===== config.mk =====
export PLATFORM = sky130hd
export DESIGN_NAME = dbwc_arith
export DESIGN_NICKNAME = d
export VERILOG_FILES = /design/src/rtl/dbwc_pkg.sv /design/src/rtl/dbwc_arith.sv
export SDC_FILE = /design/constraint.sdc
export NUM_CORES = 1
export LEC_CHECK = 0
export BUFFER_PORTS_ARGS = -buffer_cell sky130_fd_sc_hd__buf_2
export CORE_UTILIZATION = 44
export DETAILED_ROUTE_END_ITERATION = 7
export PLACE_DENSITY = 0.68
export SYNTH_ARGS = -nofsm -noshare
export SYNTH_HDL_FRONTEND = slang
export SYNTH_SLANG_ARGS = --single-unit

===== constraint.sdc =====
create_clock -name clk -period 6.8 [get_ports clk]
set_clock_uncertainty 0.15 [all_clocks]
set_input_delay 0.34 -clock clk [delete_from_list [all_inputs] [get_ports clk]]
set_output_delay 0.34 -clock clk [all_outputs]
set_load 0.005 [all_outputs]

===== src/rtl/dbwc_pkg.sv =====
package dbwc_pkg;

  // Event kinds carried in the mode field.
  localparam logic [1:0] MODE_START = 2'd0;
  localparam logic [1:0] MODE_ACK   = 2'd1;
  localparam logic [1:0] MODE_NACK  = 2'd2;

  // Configuration register indexes.
  localparam logic [2:0] REG_SEGMENT_BYTES    = 3'd0;
  localparam logic [2:0] REG_ADDITIVE_INC     = 3'd1;
  localparam logic [2:0] REG_MAX_DECREASE     = 3'd2;
  localparam logic [2:0] REG_BASE_TARGET      = 3'd3;
  localparam logic [2:0] REG_MAX_WINDOW_SEGS  = 3'd4;
  localparam logic [2:0] REG_INIT_WINDOW_SEGS = 3'd5;
  localparam logic [2:0] REG_LOSS_RESET       = 3'd6;

  // Shared divide / square root unit.
  localparam int DIVIDEND_W = 64;
  localparam int DIVISOR_W  = 52;
  localparam int SQRT_IN_W  = 48;
  localparam int SQRT_OUT_W = 24;
  localparam int ITER_W     = 7;

  typedef enum logic {
    OP_DIV  = 1'b0,
    OP_SQRT = 1'b1
  } arith_op_t;

  typedef struct packed {
    logic      start;
    arith_op_t op;
  } arith_req_t;

  typedef struct packed {
    logic busy;
    logic done;
  } arith_rsp_t;

  typedef struct packed {
    logic [1:0]  mode;
    logic [39:0] now_us;
    logic [39:0] echo_ts_us;
  } event_t;

  typedef struct packed {
    logic [25:0] window_bytes;
    logic [25:0] inflight_bytes;
    logic [12:0] send_count;
    logic [47:0] first_send_seq;
    logic [20:0] target_delay_out_us;
    logic        window_cut;
  } result_t;

endpackage


===== src/rtl/dbwc_arith.sv =====
module dbwc_arith import dbwc_pkg::*; (
  input  logic                  clk,
  input  logic                  rst,
  input  arith_req_t            req,
  input  logic [DIVIDEND_W-1:0] a,
  input  logic [DIVISOR_W-1:0]  b,
  output arith_rsp_t            rsp,
  output logic [DIVIDEND_W-1:0] result
);

  localparam logic [ITER_W-1:0] DIV_STEPS  = ITER_W'(DIVIDEND_W);
  localparam logic [ITER_W-1:0] SQRT_STEPS = ITER_W'(SQRT_IN_W / 2);

  logic                  busy;
  logic                  done;
  arith_op_t             op_r;
  logic [ITER_W-1:0]     cnt;
  logic [DIVISOR_W-1:0]  rem;
  logic [DIVIDEND_W-1:0] quo;
  logic [DIVISOR_W-1:0]  dvs;
  logic [SQRT_IN_W-1:0]  sv;
  logic [SQRT_IN_W-1:0]  sr;
  logic [SQRT_IN_W-1:0]  sbit;

  logic [DIVISOR_W:0]    r2;
  logic [DIVISOR_W:0]    rdiff;
  logic                  take;
  logic [SQRT_IN_W:0]    trial;
  logic                  sq_take;

  // Restoring division brings in one quotient bit per cycle; the square root
  // settles one root bit per cycle.
  assign r2      = {rem, quo[DIVIDEND_W-1]};
  assign rdiff   = r2 - {1'b0, dvs};
  assign take    = r2 >= {1'b0, dvs};
  assign trial   = {1'b0, sr} + {1'b0, sbit};
  assign sq_take = {1'b0, sv} >= trial;

  always_ff @(posedge clk) begin
    if (rst) begin
      busy <= 1'b0;
      done <= 1'b0;
    end else begin
      done <= 1'b0;
      if (req.start) begin
        busy <= 1'b1;
        op_r <= req.op;
        if (req.op == OP_DIV) begin
          cnt <= DIV_STEPS;
          rem <= '0;
          quo <= a;
          dvs <= b;
        end else begin
          cnt  <= SQRT_STEPS;
          sv   <= a[SQRT_IN_W-1:0];
          sr   <= '0;
          sbit <= SQRT_IN_W'(1) << (SQRT_IN_W - 2);
        end
      end else if (busy) begin
        if (op_r == OP_DIV) begin
          rem <= take ? rdiff[DIVISOR_W-1:0] : r2[DIVISOR_W-1:0];
          quo <= {quo[DIVIDEND_W-2:0], take};
        end else begin
          if (sq_take) begin
            sv <= sv - trial[SQRT_IN_W-1:0];
            sr <= (sr >> 1) + sbit;
          end else begin
            sr <= sr >> 1;
          end
          sbit <= sbit >> 2;
        end
        cnt <= cnt - ITER_W'(1);
        if (cnt == ITER_W'(1)) begin
          busy <= 1'b0;
          done <= 1'b1;
        end
      end
    end
  end

  assign rsp.busy = busy;
  assign rsp.done = done;
  assign result   = (op_r == OP_DIV) ? quo : DIVIDEND_W'(sr[SQRT_OUT_W-1:0]);

endmodule


Word level (Yosys, flattened, before mapping)
Index checks and enable logic that the tools add are counted.

word-level totals
  register bits = 322
  latch bits = 0
  memory bits (writable) = 0
  bits in read-only memories = 0
  input bits = 120
  output and inout bits = 66
  word-level logic and storage cells = 65
  memories kept = 0

cells by class
  add/subtract/negate cells = 5
  multiply operators = 0
  div/mod/pow operators = 0
  order comparisons = 2
  eq/ne operators = 4
  shift operators = 0
  muxes and demuxes = 31
  bitwise gates (word level) = 3
  reductions and logical operators = 10

operators with widths
  kind                   count
  $mux W48               14
  $mux W64               5
  $mux W52               5
  $ge A53 B52 Y1         1
  $sub A52 B52 Y52       1
  $add A48 B48 Y49       1
  $ge A48 B49 Y1         1
  $add A47 B48 Y48       1
  $sub A48 B48 Y48       1
  $mux W7                3
  $reduce_and A4 Y1      2
  $eq A7 B1 Y1 const B   1
  $sub A7 B1 Y7 const B  1
  $ne A2 B2 Y1 const B   3
  $reduce_bool A2 Y1     3
  $reduce_and A5 Y1      1
  $mux W1                4
  $reduce_and A2 Y1      2
  $not A1 Y1             3
  $reduce_and A3 Y1      1
  $reduce_or A3 Y1       1

Longest topological paths before layout
Gate-level depths: netlist of run 1.

  depth after elaboration = 6
  gate-level depth with buffers = 25
  depth with buffers taken out = 23

Worst setup path after synthesis of run 1
Ideal clock, no wire load.

  path kind = input to register
  start = input port req[1] (netlist name)
  end = register quo[0], enable pin
  library setup time = 605 ps
  data arrival time = 6182 ps
  path slack = -137 ps
  stages = 4
  path buffers = 2
  cell sequence = clkbuf_1 -> clkbuf_1 -> mux2i_1 -> nor2b_1

on the way
  cells in the longest elaborated chain, start to end = 2
  elaborated cells between the ends (all ways) = 4

RTL lines
  item                                                          RTL line          text
  start: declaration                                            dbwc_arith.sv:4   input arith_req_t req,
  $ne A2 B2 Y1 (no line) or $reduce_bool A2 Y1 (tied branches)  -
  $reduce_and A4 Y1 (no line) *                                 -
  end signal: assignment                                        dbwc_arith.sv:62  quo <= {quo[DIVIDEND_W-2:0], take};
  end: declaration                                              dbwc_arith.sv:19  logic [DIVIDEND_W-1:0] quo;

Every way passes the cells marked *; elsewhere a longest branch is shown, timed or not.
A chain may end at the register's enable or synchronous reset.

Final worst setup path of run 1
  start = register sr[2]
  end = register sr[15], data pin

on the way
  cells in the longest elaborated chain, start to end = 6
  elaborated cells between the ends (all ways) = 7

RTL lines
  item                      RTL line          text
  start: declaration        dbwc_arith.sv:22  logic [SQRT_IN_W-1:0] sr;
  start signal: assignment  dbwc_arith.sv:66  sr <= (sr >> 1) + sbit;
  start signal: assignment  dbwc_arith.sv:68  sr <= sr >> 1;
  $add A48 B48 Y49          dbwc_arith.sv:36  assign trial = {1'b0, sr} + {1'b0, sbit};
  $ge A48 B49 Y1            dbwc_arith.sv:37  assign sq_take = {1'b0, sv} >= trial;
  $mux W48 *                dbwc_arith.sv:64  if (sq_take) begin
  $mux W48 *                dbwc_arith.sv:60  if (op_r == OP_DIV) begin
  $mux W48 *                dbwc_arith.sv:59  end else if (busy) begin
  $mux W48 *                dbwc_arith.sv:45  if (req.start) begin

Every way passes the cells marked *; elsewhere a longest branch is shown, timed or not. The select of a mux whose other input is x is not followed.

==> results of run 1 <==
-- cell usage after synthesis (5+ instances only) --
cell type | number | area (sq um)
mux2_2 | 26 | 293
nor2_1 | 186 | 698
a311oi_1 | 12 | 105
a211oi_2 | 13 | 163
and2_1 | 10 | 62.6
and3_1 | 14 | 87.6
o21a_1 | 16 | 120
or3_1 | 6 | 37.5
clkbuf_1 | 72 | 270
nand3_1 | 39 | 195
buf_6 | 6 | 67.6
o21bai_1 | 25 | 188
nor4_1 | 10 | 62.6
buf_4 | 5 | 37.5
a31o_1 | 5 | 43.8
a31o_2 | 8 | 70.1
a31oi_1 | 45 | 282
buf_2 | 17 | 85.1
a221oi_1 | 6 | 52.6
o21ai_1 | 13 | 65.1
xnor2_1 | 90 | 788
o22ai_1 | 7 | 43.8
a21oi_1 | 163 | 816
ha_1 | 152 | 1900
or2_2 | 7 | 43.8
edfxtp_1 | 296 | 8890
xor2_1 | 76 | 666
a21o_1 | 53 | 398
o31ai_1 | 23 | 173
nand2b_1 | 22 | 138
buf_1 | 9 | 33.8
nand2_1 | 222 | 833
or4_1 | 14 | 105
a211oi_1 | 21 | 158
nor3_1 | 47 | 235
inv_1 | 145 | 544
o211ai_1 | 6 | 45.0
o21ai_0 | 191 | 956
nor2b_1 | 72 | 450
nand4_1 | 33 | 206
mux2i_1 | 41 | 410
-- kinds of logic (layout without fill, tap and decap cells) --
group / count (synthesis) / count (layout)
buffers and inverters: 255 / 523
AOI/OAI and AO/OA: 659 / 659
DFF: 298 / 298
muxes: 69 / 69
adders and majority gates: 154 / 154
and+or+nand+nor: 703 / 703
other: 0 / 1
xor gates and xnor gates: 166 / 166
-- state kept, by name, indices dropped and copies added (netlist names) --
register and cells:
dvs 52, done 1, sr 48, op_r 1, cnt 7, rem 52, sbit 24, sv 48
quo 64, busy 1
-- final timing paths --
path | to | from | cells past startpoint | slack (ns)
setup / recovery | sr[15] | sr[2] | 23 | 0.63
hold / removal | quo[39] | a[39] | 3 | 0.005
setup reg to reg | sr[15] | sr[2] | 23 | 0.63
hold reg to reg | done | busy | 1 | 0.36
-- layer usage --
| metal | vias up | global-route usage, % | routed length (um) |
|---|---|---|---|
| met1 | 8918 | 32.2 | 26600 |
| met5 | - | 0 | 0 |
| met2 | 684 | 39.8 | 29000 |
| met3 | 133 | 3.74 | 3690 |
| met4 | 0 | 9.83 | 2320 |
| li1 | 8897 | - | - |
-- critical path, delay by kind of cell, from the launching register on --
family | cells | cell delay, ns
compound gates | 9 | 2.02
xor+xnor | 1 | 0.26
fa+ha+maj | 2 | 0.75
buf+inv | 1 | 0.45
flops | 1 | 0.46
mux | 1 | 0.32
simple gates | 9 | 1.47
-- through the flow --
| stage | total power [uW] | std cells | hold slack [ns] | instance area (sq um) |
|---|---|---|---|---|
| floorplan | 3360 | 2304 | 0.267 | 21700 |
| global placement | 3720 | 3051 | 0.338 | 23100 |
| detailed placement | 3750 | 3051 | 0.350 | 23100 |
| CTS | 5830 | 3228 | 0.00412 | 25400 |
| global route | 6080 | 3228 | 0.0230 | 25400 |
| finish | 5820 | 3229 | 0.00471 | 25400 |
-- layout make-up --
cell class                 count  area share [%]
tap                          656            3.23
multi-input combinational   1751            46.2
antenna                        1         0.00984
sequential                   298            35.1
clock buffer                  47            3.96
clock inverter                22           0.851
timing repair buffer         309            8.55
inverter                     145            2.14
-- power by group --
group / switching (uW) / internal, uW / total [uW]
logic: 934 / 620 / 1550
clock network: 820 / 1200 / 2020
registers: 70.5 / 2170 / 2240
total: 1830 / 3990 / 5820
-- repair_timing --
item                                   in CTS  in global routing
setup endpoints to repair                   0                  0
endpoints found under the hold margin     142                  0
hold buffers                              108                  0
gates resized for setup                     0                  0
==> impl_metrics.yaml, run 1 <==
synthesis:
  yosys.area_share.simple_pct: 15.5
  ys_types: 91
  synth_top_family_by_area: "compound AO/OA/AOI/OAI gates"
  synth_xor_area_share_pct: 6.71
  ys_async_sr_fraction_pct: 0
  synthMuxAreaShare_pct: 3.35
  syn_nets: 2578
  synth.cell_area_sq_um: 21700
  synth_seq_cells: 298
  yosysWarnings: 0
  synth-compound-area-share_pct: 19.5
  synth_edf_count: 296
  syn_area_per_cell_sq_um: 9.41
  ys.flop_type: "edfxtp_1"
  synthAdderAreaFrac_pct: 8.96
  synthCells: 2304
  ys_seq_area_share_pct: 41.2
grt:
  track_usage_pct: 24.3
  grt_pass1_wl_mm: 97.3
  grt_max_degree: 117
  antenna_found_initial: 1
  grt_remaining_overflow: 0
  first_global_vias: 18100
sta:
  slew_headroom_pct: 30.2
  finalSetupViolCount: 0
  hold_violations: 0
  setup_tns_ns: 0
  fin_crit_sh_pct: 90.7
  rsz0062_at_grt: "false"
  worst_slew_pin_slew_ns: 1.05
  max_freq_mhz: 162
  period_needed_ns: 6.17
  worst_slack_ns: 0.629
  final-max-slew-violation-count: 0
placed_design:
  io_buffers: 185
  gp_congestion: 0.965
  post-place-ws_ns: 0.771
  hpwl_mm: 44.0
finish:
  multi_input_area_sq_um: 11700
  final_nets: 2817
  fill_cells: 4340
  area_growth_pct: 17.3
  post-route-util_pct: 52.8
  final_common_cell: "edfxtp_1"
  regArea_sq_um: 8930
  drive_gt1_share_pct: 13.2
  mostFrequentLayoutCells: "edfxtp_1 (296), nand2_1 (222), o21ai_0 (191)"
job:
  drv_cap: 0
floorplanning:
  dieWidth_um: 224
  num_io_pins: 186
  core_sq_um: 48100
  row_count: 80
  dieArea_sq_um: 50200
  initial_core_util_pct: 45.0
  die_h_um: 224
clocking:
  clock_path_buffers: 3
  clk_pin_slew_ns: 0.06
  cts.sinks: 298
  cts_tree: "yes"
  clock_latency_ns: 0.56
  cts_made_buffers: 38
  post-cts-setup-buffers: 0
  cts_root_buf: "clkbuf_16"
  h-tree-depth: 2
outcome:
  status: "finished, final reports clean"
routing:
  wl_mm: 61.6
  wire_per_inst_um: 19.1
  drc: 0
  via_per_inst: 5.77
  ant_nets: 0
  dr.pass1.iters: 6
  vias: 18600
  first_iter_violations: 1602
pwr:
  p_leak_uw: 0.0103
  ir_drop_mv: 0.184
  power.density_nw_per_um2: 229
critical_path:
  path_cells: "ha_1 > a21o_1 > a31oi_4 > o31ai_2 > a21oi_1 > nor2b_1 > o31a_1 > o21ai_0 > and3_1 > o21ai_0 > xor2_1 > ha_1 > nand2_1 > o21ai_1 > or2_1 > nor2_1 > nand3_1 > nand3_1 > nand3b_2 > a2111oi_4 > buf_4 > nor3_1 > mux2_1"
  arrival_ns: 6.33
  cp_slowest_stage_delay_ns: 0.46
  cp_max_fo: 41
  criticalPathCategory: "flop to flop"
  required_ns: 6.96
  end_kind: "flop"
  worstSetupStartpointType: "flop"
  critPathSlowestCell: "edfxtp_1"
hold_path:
  min-delay-path-class: "input port to flop"
Note: power is estimated with default switching activity, not from simulation.
==> run 2, diff against run 1 <==
==> constraint.sdc (replaced) <==
create_clock -name clk -period 6.8 [get_ports clk]
set_clock_uncertainty 0.15 [all_clocks]
set_input_delay 1.36 -clock clk [delete_from_list [all_inputs] [get_ports clk]]
set_output_delay 1.36 -clock clk [all_outputs]
set_load 0.005 [all_outputs]
==> run 2 against run 1 <==
Compared with the run above: core utilization down 2.2 points; first-iteration DRC count shrank 5.7%; non-clock buffer count fell by 107; die area did not move; register-to-register slack got worse by 0.04 ns; largest power group unchanged.
==> impl_metrics.yaml, run 2 (same netlist as run 1, synthesis figures left out) <==
outcome:
  status: "finished, final reports clean"
floorplanning:
  num_io_pins: 186
  core_sq_um: 48100
  row_count: 80
  initial_core_util_pct: 45.0
  die_h_um: 224
  dieWidth_um: 224
  dieArea_sq_um: 50200
clocking:
  clk_pin_slew_ns: 0.06
  cts_tree: "yes"
  clock_latency_ns: 0.56
  h-tree-depth: 2
  clock_path_buffers: 3
  ctsHoldBuffers: 0
  cts_made_buffers: 36
  cts_resized: 0
  cts_root_buf: "clkbuf_16"
  cts.sinks: 298
  post-cts-setup-buffers: 0
critical_path:
  worstSetupStartpointType: "flop"
  arrival_ns: 6.34
  ff2ff_path_depth: 23
  r2r_start: "sr[2]"
  critPathSlowestCell: "buf_4"
  end_kind: "flop"
  cp_max_fo: 41
  regToRegSetupSlack_ns: 0.59
  path_cells: "ha_1 > a21o_1 > a31oi_4 > o31ai_2 > a21oi_1 > nor2b_1 > o31a_1 > o21ai_0 > and3_1 > o21ai_0 > xor2_1 > ha_1 > nand2_1 > o21ai_1 > or2_1 > nor2_1 > nand3_1 > nand3_1 > nand3b_2 > a2111oi_4 > buf_4 > nor3_1 > mux2_1"
  criticalPathCategory: "flop to flop"
  cp_slowest_stage_delay_ns: 0.48
  required_ns: 6.92
  worstReg2RegEnd: "sr[9]"
finish:
  regArea_sq_um: 8930
  mostFrequentLayoutCells: "edfxtp_1 (296), nand2_1 (222), o21ai_0 (191)"
  regMostFlops: "quo"
  largest_reg_flops: 64
  final_nets: 2708
  area_growth_pct: 12.4
  drive_gt1_share_pct: 13.7
  finalNonFillerCells: 3116
  fill_cells: 4399
  reg_top3: "quo x64, dvs x52, rem x52"
  final_common_cell: "edfxtp_1"
  diodes: 0
  multi_input_area_sq_um: 11700
grt:
  grt_max_degree: 115
  grt_pass1_wl_mm: 93.4
  busiest_layer: "met2"
  track_usage_pct: 23.2
  use_met2_pct: 38.1
  first_global_vias: 17500
  grt_use_met3_pct: 3.07
  antenna_found_initial: 0
  grtUsageMet1_pct: 31.0
  grt_remaining_overflow: 0
sta:
  fin_crit_sh_pct: 91.4
  finalSetupViolCount: 0
  setup_tns_ns: 0
  worst_slew_pin_slew_ns: 1.06
  final-max-slew-violation-count: 0
  rsz0062_at_grt: "false"
  hold_violations: 0
  max_freq_mhz: 161
  period_needed_ns: 6.21
  slew_headroom_pct: 29.6
pwr:
  power.density_nw_per_um2: 237
  ir_drop_mv: 0.212
  p_leak_uw: 0.00980
job:
  drv_cap: 0
routing:
  wl_mm: 58.6
  wire_per_inst_um: 18.8
  drc: 0
  via_per_inst: 5.77
  first_iter_violations: 1510
  dr.pass1.iters: 5
  vias: 18000
  ant_nets: 0
hold_path:
  hold_path.startpoint: "busy"
  whs_path_depth: 1
  min-delay-path-class: "flop to flop"
  min_delay_worst_endpoint: "done"
placed_design:
  hpwl_mm: 43.3
  numPlacedInstances: 3052
  io_buffers: 185
  gp_congestion: 0.946
run 2: metrics by stage:
stage / area [sq um] / util [%] / setup WS [ns] / hold slack, ns / total power [uW]
after floorplan: 21700 / - / 0.601 / 0.321 / 3350
after detailed placement: 23100 / 48.0 / 0.470 / 0.347 / 3750
after global routing: 24400 / 50.6 / 0.283 / 0.384 / 6040
after CTS: 24400 / 50.6 / 0.326 / 0.355 / 5800
after global placement: 23100 / 48.0 / 0.588 / 0.338 / 3720
final: 24400 / 50.6 / 0.586 / 0.364 / 5770
run 2: area by class of cell:
class	count	share of cell area (%)
clock buffer	40	3.93
timing repair buffer	202	4.47
inverter	145	2.23
clock inverter	24	1.16
tap	656	3.37
multi-input combinational	1751	48.2
sequential	298	36.7
run 2: critical path, delay by kind of cell (launching register included):
kind                       cells  cell delay [ns]
AOI/OAI and AO/OA              9             2.01
and+or+nand+nor                9             1.50
adders and majority gates      2             0.76
buffers and inverters          1             0.48
DFF                            1             0.46
muxes                          1             0.33
xor gates and xnor gates       1             0.19
run 2: how the worst max path moves through the flow:
| stage | start | to | slack, ns | depth (start not counted) |
|---|---|---|---|---|
| after floorplan | sr[2] | sv[0] | 0.60 | 24 |
| after global placement | sr[2] | sr[13] | 0.59 | 18 |
| after detailed placement | sr[6] | sr[13] | 0.47 | 18 |
| after CTS | sr[6] | sr[46] | 0.33 | 19 |
| after global routing | sr[2] | sr[9] | 0.28 | 23 |
| final | sr[2] | sr[9] | 0.59 | 23 |
run 2: metal layers:
| layer | share of wire (%) | wire (um) |
|---|---|---|
| met1 | 44 | 26000 |
| met4 | 3.2 | 1880 |
| met5 | 0 | 0 |
| met2 | 47 | 27700 |
| met3 | 5.2 | 3050 |
run 2: power by group:
part	switching, uW	internal [uW]	total [uW]	leakage [uW]
Clock	794	1240	2040	0.000597
Combinational	919	580	1500	0.00643
Sequential	70.6	2170	2240	0.00278
==> run 3, diff against run 2 <==
--- a/config.mk
+++ b/config.mk
@@ -5,6 +5,7 @@
 export SDC_FILE = /design/constraint.sdc
 export NUM_CORES = 1
 export LEC_CHECK = 0
+export ABC_AREA = 1
 export BUFFER_PORTS_ARGS = -buffer_cell sky130_fd_sc_hd__buf_2
 export CORE_UTILIZATION = 44
 export DETAILED_ROUTE_END_ITERATION = 7
==> run 3 against run 2 <==
Compared with the run above: synthesized area grew 15%; sequential share of layout area shrank 4.5 points; core utilization shrank 1.3 points; non-clock buffer count shrank 3; cell count grew 43%; clock power shrank 9%; sequential cell count is the same; worst hold slack lost 0.042 ns; sequential power is essentially flat; synthesized cell count grew 53%; first-iteration DRC count grew 42%; critical path type unchanged; critical endpoint is now sr[7].
==> impl_metrics.yaml, run 3 <==
pwr:
  power_frac_comb_pct: 30.5
  sw_frac_of_total_pct: 35.4
  ir_drop_mv: 0.207
  power.internal_uw: 3820
  power.density_nw_per_um2: 214
  p_leak_uw: 0.0121
  power.total_uw: 5920
  netSwitchingPower_uw: 2100
  p_clk_share_pct: 31.2
  pwr-share-seq_pct: 38.2
finish:
  reg_top3: "quo x64, dvs x52, rem x52"
  regArea_sq_um: 8930
  mostFrequentLayoutCells: "nand2_1 (833), inv_1 (508), nor2_1 (507)"
  finalNonFillerCells: 4452
  final_nets: 3944
  drive_gt1_share_pct: 8.55
  area_growth_pct: 10.9
  diodes: 0
  fill_cells: 5890
  regMostFlops: "quo"
  multi_input_area_sq_um: 13800
  largest_reg_flops: 64
  final_common_cell: "nand2_1"
synthesis:
  synth_seq_cells: 298
  syn_nets: 3789
  synth.cell_area_sq_um: 25000
  ys.flop_type: "edfxtp_1"
  synthCells: 3515
  ys_seq_area_share_pct: 35.7
  synth.area.top_cells: "edfxtp_1 (36%), nand2_1 (13%), nor2_1 (7.7%), inv_1 (7.6%), ha_1 (7.6%)"
  synth_edf_count: 296
  yosysWarnings: 0
  ys_async_sr_fraction_pct: 0
  ys_types: 55
  synth_most_common_cell: "nand2_1"
  synth_common_cells: "nand2_1 (833), nor2_1 (511), inv_1 (509)"
  yosysTopAreaCell: "edfxtp_1"
  syn_area_per_cell_sq_um: 7.12
  synth_top_area_share_pct: 35.5
critical_path:
  arrival_ns: 5.88
  cp_max_fo: 48
  end_kind: "flop"
  r2r_start: "sr[16]"
  worstSetupStartpointType: "flop"
  cp-startpoint: "sr[16]"
  required_ns: 7.04
  criticalPathCategory: "flop to flop"
routing:
  ant_nets: 0
  met2_length_mm: 37.6
  wire_per_inst_um: 18.4
  top_layer: "met4"
  first_iter_violations: 2138
  dr.pass1.iters: 6
  via_per_inst: 5.37
  drc: 0
  wl_mm: 81.8
  met3_length_mm: 4.62
  vias: 23900
  wl_met1_mm: 35.7
floorplanning:
  core_sq_um: 56300
  die_h_um: 240
  initial_core_util_pct: 44.4
  dieWidth_um: 240
  row_count: 87
  dieArea_sq_um: 57800
  num_io_pins: 186
placed_design:
  numPlacedInstances: 4388
  io_buffers: 185
  hpwl_mm: 65.6
  gp_congestion: 1.01
sta:
  max_freq_mhz: 177
  setup_tns_ns: 0
  slew_headroom_pct: 33.5
  hold_violations: 0
  worst_slew_pin_slew_ns: 0.998
  finalSetupViolCount: 0
  rsz0062_at_grt: "false"
  final-max-slew-violation-count: 0
  period_needed_ns: 5.64
  fin_crit_sh_pct: 83.0
clocking:
  cts_root_buf: "clkbuf_16"
  cts_resized: 0
  cts_made_buffers: 36
  clock_path_buffers: 3
  cts.sinks: 298
  h-tree-depth: 2
  ctsHoldBuffers: 0
  post-cts-setup-buffers: 0
  clock_latency_ns: 0.57
  clk_pin_slew_ns: 0.06
  cts_tree: "yes"
grt:
  grt_max_degree: 79
  grt_pass1_wl_mm: 126
  antenna_found_initial: 0
  track_usage_pct: 28.3
  first_global_vias: 22900
  grt_remaining_overflow: 0
outcome:
  status: "finished, final reports clean"
hold_path:
  min-delay-path-class: "flop to flop"
  hold_path.startpoint: "busy"
job:
  drv_cap: 0
[run 3: cell types whose count changed after synthesis, moves of 29 or more]
cell      delta
nand3_1    +122
a21oi_1     +61
nor2b_1     -72
clkbuf_1    -32
a21o_1      -37
nand2_1    +611
mux2i_1     -41
inv_1      +364
nand4_1     +29
a31oi_1     -29
nor2_1     +325
o21ai_0     +94
[run 3: path summary, 6_finish.rpt]
kind                 to  slack (ns)  cells after the start
setup / recovery  sr[7]        1.16                     20
hold / removal     done        0.32                      2
setup reg to reg  sr[7]        1.16                     20
hold reg to reg    done        0.32                      2
[run 3: cell families (layout without fill, tap and decap cells)]
kind of cell,count (synthesis),in the layout,synth area share (%)
simple gates,1684,1684,28.2
fa+ha+maj,154,154,7.76
flops,298,298,35.7
buf+inv,597,778,9.43
compound gates,643,643,14.0
xor+xnor,139,139,4.87
[run 3: metal layers]
metal | vias to the layer above | GRT usage (%)
met1 | 11000 | 36.4
met3 | 170 | 3.39
met4 | 0 | 13.0
li1 | 11900 | -
met5 | - | 0
met2 | 865 | 47.3
[run 3: final cells by class]
class	instances	area share, %
clock buffers	44	3.36
clock inverters	20	0.614
inverters	515	6.98
multi-input cells	2620	49.6
flip-flops and latches	298	32.2
well taps	756	3.41
repair buffers	199	3.83
[run 3: stage by stage]
step / util, % / area (sq um) / setup slack [ns] / hold WS, ns
detailed placement: 47.3 / 26600 / 1.23 / 0.326
CTS: 49.3 / 27700 / 1.24 / 0.329
global placement: 47.3 / 26600 / 1.28 / 0.317
floorplan: - / 25000 / 0.647 / 0.302
global route: 49.3 / 27700 / 0.553 / 0.342
finish: 49.3 / 27700 / 1.16 / 0.321
[run 3: power groups by stage]
stage	registers [uW]	logic [uW]	clock network, uW
after CTS	2260	1790	1880
final	2260	1810	1850
after global placement	2300	1780	0
after global routing	2270	2010	1950
after detailed placement	2300	1780	0
after floorplan	2260	1280	0
[run 3: worst max-delay path: stages, from the launching register on]
cell and delay [ns]:
edfxtp_1 0.56, ha_1 0.43, nand2_1 0.11, nor2_1 0.28, nand2_1 0.18, nor4b_1 0.27, a21oi_1 0.19, o21ai_0 0.41
xnor2_1 0.22, ha_1 0.39, nand2_1 0.12, nor2_1 0.16, nand2_1 0.09, nor2_1 0.17, nand3_1 0.12, nand3_2 0.15
nand4_4 0.38, nand3_4 0.23, buf_4 0.53, nand2_1 0.11, a21oi_1 0.15
